===== src/rtl/ggt_mul.sv =====
`timescale 1ns / 1ps
`default_nettype none

module ggt_mul #(
   parameter int WA  = 32,
   parameter int WB  = 32,
   parameter int LVL = 0,
   parameter int WS  = 1
) (
   input  logic             clock,
   input  logic             en,
   input  logic [WA-1:0]    a,
   input  logic [WB-1:0]    b,
   input  logic [WS-1:0]    side_i,
   output logic [WA+WB-1:0] p,
   output logic [WS-1:0]    side_o
);

   localparam int NA  = (WA + 31) / 32;
   localparam int NB  = (WB + 31) / 32;
   localparam int AXW = NA * 32;
   localparam int BXW = NB * 32;
   localparam int WP  = (NA + NB) * 32;
   localparam int NL  = 2 ** LVL;
   localparam int NN  = 2 * NL - 1;

   logic [AXW-1:0] ax;
   logic [BXW-1:0] bx;
   logic [63:0]    pp_ff [NB][NA];
   logic [WP-1:0]  ev [NB];
   logic [WP-1:0]  od [NB];
   logic [WP-1:0]  lf [NL];
   logic [WP-1:0]  hp_ff [NN];
   logic [WS-1:0]  sd_ff [LVL+2];

   assign ax = AXW'(a);
   assign bx = BXW'(b);

   // limb products
   always_ff @(posedge clock) begin
      if (en) begin
         for (int j = 0; j < NB; j++) begin
            for (int i = 0; i < NA; i++) begin
               pp_ff[j][i] <= ax[32*i +: 32] * bx[32*j +: 32];
            end
         end
      end
   end

   always_comb begin
      for (int j = 0; j < NB; j++) begin
         ev[j] = '0;
         od[j] = '0;
         for (int i = 0; i < NA; i++) begin
            if (i % 2 == 0) begin
               ev[j] = ev[j] | (WP'(pp_ff[j][i]) << (32 * i));
            end else begin
               od[j] = od[j] | (WP'(pp_ff[j][i]) << (32 * i));
            end
         end
      end
   end

   for (genvar j = 0; j < NL; j++) begin : g_lf
      if (j < NB) begin : g_row
         assign lf[j] = WP'((ev[j] + od[j]) << (32 * j));
      end else begin : g_pad
         assign lf[j] = '0;
      end
   end

   // registered adder tree, root at node 0
   for (genvar n = 0; n < NN; n++) begin : g_hp
      if (n >= NL - 1) begin : g_leaf
         always_ff @(posedge clock) begin
            if (en) begin
               hp_ff[n] <= lf[n-(NL-1)];
            end
         end
      end else begin : g_node
         always_ff @(posedge clock) begin
            if (en) begin
               hp_ff[n] <= hp_ff[2*n+1] + hp_ff[2*n+2];
            end
         end
      end
   end

   always_ff @(posedge clock) begin
      if (en) begin
         sd_ff[0] <= side_i;
         for (int k = 1; k < LVL + 2; k++) begin
            sd_ff[k] <= sd_ff[k-1];
         end
      end
   end

   assign p      = hp_ff[0][WA+WB-1:0];
   assign side_o = sd_ff[LVL+1];

endmodule

`default_nettype wire


===== config.mk =====
export PLATFORM = sky130hd
export DESIGN_NAME = ggt_mul
export DESIGN_NICKNAME = d
export VERILOG_FILES = /design/src/rtl/ggt_mul.sv
export SDC_FILE = /design/constraint.sdc
export NUM_CORES = 2
export LEC_CHECK = 0
export BUFFER_PORTS_ARGS = -buffer_cell sky130_fd_sc_hd__buf_2
export CAP_MARGIN = 20
export CORE_MARGIN = 1.5
export CORE_UTILIZATION = 45
export DETAILED_ROUTE_END_ITERATION = 16
export GPL_TIMING_DRIVEN = 0
export SYNTH_ARGS = -nofsm -noshare
export SYNTH_HDL_FRONTEND = slang
export SYNTH_SLANG_ARGS = --single-unit
export TNS_END_PERCENT = 30

===== constraint.sdc =====
create_clock -name clock -period 13.45 [get_ports clock]
set_input_delay 0.6725 -clock clock [delete_from_list [all_inputs] [get_ports clock]]
set_output_delay 0.6725 -clock clock [all_outputs]
set_load 0.005 [all_outputs]

==> flow_metrics.tcl <==
set metrics [dict create \
    synth_area_mm2 0.0372 \
    start_kind "input pin" \
    cts_resized 0 \
    hold_class "flip-flop to flip-flop" \
    routed_wl_mm 135 \
    synth.distinct_cells 71 \
    reg2reg_to "hp_ff[0][17]" \
    numCtsBuffers 17 \
    timing.rr.start "pp_ff[0][17]" \
    grt_use_total 0.328 \
    synth_top_cell_area_share 0.483 \
    final_nets 5176 \
    synth_area_leader_cell "fa_1" \
    setup_tns_ps 0 \
    synthMostInstantiatedCell "fa_1" \
    antenna_found_initial 22 \
    synth_edf_count 130 \
    worst_pin_slew_ps 1280 \
    grt_pass1_wl_mm 196 \
    drv_slew 0 \
    postSynthAreaPerCell_um2 9.80 \
    fillers 7936 \
    synth_area_leaders "fa_1 48%, edfxtp_1 11%, and2_1 10%" \
    crit_arrival_ps 10130 \
    ios 132 \
    worstHoldStart "pp_ff[0][6]" \
    fin_skew_ps 9.81 \
    criticalPathCategory "input pin to flip-flop" \
    insertion_delay_ps 440 \
    async_reset_ff_frac 0 \
    syn_nets 5019 \
    min_period_over_period 0.741 \
    synth_ff_type "edfxtp_1" \
    ant_nets 0 \
    overflow 0 \
    worstPathRequired_ps 13610 \
    viasPerCell 5.48 \
    cts_buffer_depth 2 \
    hold_depth 0 \
    cts_tree "yes" \
    clk_pin_slew_ps 60 \
    placementRows 105 \
    fmax_mhz 100 \
    synth_common_cells "896 x fa_1, 861 x inv_1, 599 x and2_1" \
    grt_pass1_vias 29100 \
    worst-r2r-cell-count 0 \
    cts_hold_buffers 0 \
    drive_gt1_frac 0.0495 \
    yosysSeqAreaShare 0.105 \
    r2r_slack_ps 12800 \
    drt_iter0_drc 2070 \
    report.final.setup_viol 0 \
    die_y_um 290 \
    hold_viol_final 0 \
    start_util 0.454 \
    vias 27600 \
    drv_cap 0 \
    synthesis.instances 3793 \
    grt_start_max_net_pins 95 \
    area_growth_pct 7.35 \
    slew_headroom 0.145 \
    drc 0 \
    fp.coreArea_mm2 0.0818 \
    clkSinkCount 130 \
    fp.dieW_um 290 \
    wl_per_cell_um 26.8 \
    crit_fanout 10 \
    yosysWarnings 0 \
    ctsRootBufferMaster "clkbuf_16" \
    dp_hpwl_mm 110 \
    postCtsSetupRepairBufs 0 \
    finalWorstPathRequiredPeriod_ps 9970 \
    port_buffers 131 \
    dr.pass1.iters 5 \
    status "completed" \
    worst_setup_path_end_kind "flip-flop" \
    gp_congestion 1.02 \
    die_area_mm2 0.0843 \
    holdPathEnd "hp_ff[0][6]" \
    ys_seq_elements 130 \
    cts_max_level 4 \
    rsz0062_at_grt "false" \
]
critical path, cell delays in order:
cell and delay, ps:
buf_2 330, clkbuf_1 930, and2_1 270, fa_1 500, fa_1 510, fa_1 510, inv_1 50, fa_1 480
inv_1 50, fa_1 480, fa_1 580, fa_1 440, fa_1 770, ha_1 400, a21oi_1 210, o21ai_1 150
a211o_2 340, a2111o_1 440, a32oi_1 400, a31oi_1 300, a221o_1 440, a221oi_1 510, o21ai_1 140, xor2_1 190
routing by layer:
layer | vias to the layer above | global-route usage | part of all wire
met5 | - | 0 | 0.00037
met4 | 8 | 0.237 | 0.088
met3 | 406 | 0.0662 | 0.089
met2 | 1433 | 0.506 | 0.45
met1 | 14300 | 0.414 | 0.37
li1 | 11400 | - | -
cell type report:
cell class,count,area [µm²],share of cell area
clock buffer,18,429,0.0108
timing repair buffer,138,786,0.0197
antenna,13,32.5,0.000815
multi-input combinational,2588,29100,0.730
tap,1070,1340,0.0336
buffer,214,891,0.0223
clock inverter,14,146,0.00367
inverter,861,3230,0.0810
sequential,130,3900,0.0979
cell families (layout without fill, tap and decap cells):
group           Yosys count  after routing  synth area share
simple gates           1164           1164             0.162
other cells               0             13                 0
xor+xnor                 62             62            0.0146
buf+inv                1075           1245             0.111
flops                   130            130             0.105
mux                       1              1          0.000269
compound gates          202            202            0.0358
fa+ha+maj              1159           1159             0.571
how the worst max path moves through the flow:
stage,from,end,slack [ps],depth (start not counted)
after floorplan,b[9],pp_ff[0][60],5460,26
after global placement,b[7],pp_ff[0][60],3350,24
after detailed placement,b[8],pp_ff[0][60],3320,24
after CTS,b[8],pp_ff[0][60],3760,24
after global routing,b[7],pp_ff[0][60],3360,24
final,b[7],pp_ff[0][60],3480,24
cell usage in the layout, fill, tap and decap left out, drive strengths merged, types with 2 or more instances in the layout:
cell      instances
nand4            18
nor2b             3
xnor2            35
a31oi            16
a211oi            5
a21oi            66
a41oi             2
fa              896
ha              263
inv             868
nand2b            3
nand3            11
diode            13
buf             142
o41ai             2
a211o             3
and2            601
a221oi            2
o21a              5
o21bai            9
nor2             31
a21o             34
and3              9
clkinvlp          2
o31ai             3
nand2           473
clkinv            4
xor2             27
nor3              7
edfxtp          130
o21ai            40
clkbuf          226
registers in the layout (all words and copies together) (netlist names):
signal,count
sd_ff,2
pp_ff,64
hp_ff,64
stage by stage:
stage               area (µm²)  setup slack, ps  instances  hold WS, ps  utilization
floorplan                37200             5460       3793          400            -
global placement         39200             3350       4994          402        0.478
detailed placement       39200             3320       4998          405        0.479
CTS                      39800             3760       5030          390        0.486
global route             39900             3360       5037          394        0.487
finish                   39900             3480       5046          412        0.487
Power is left out: the tool's default activity adds up to more than one toggle a clock period on the data nets, which glitch-free logic cannot reach.
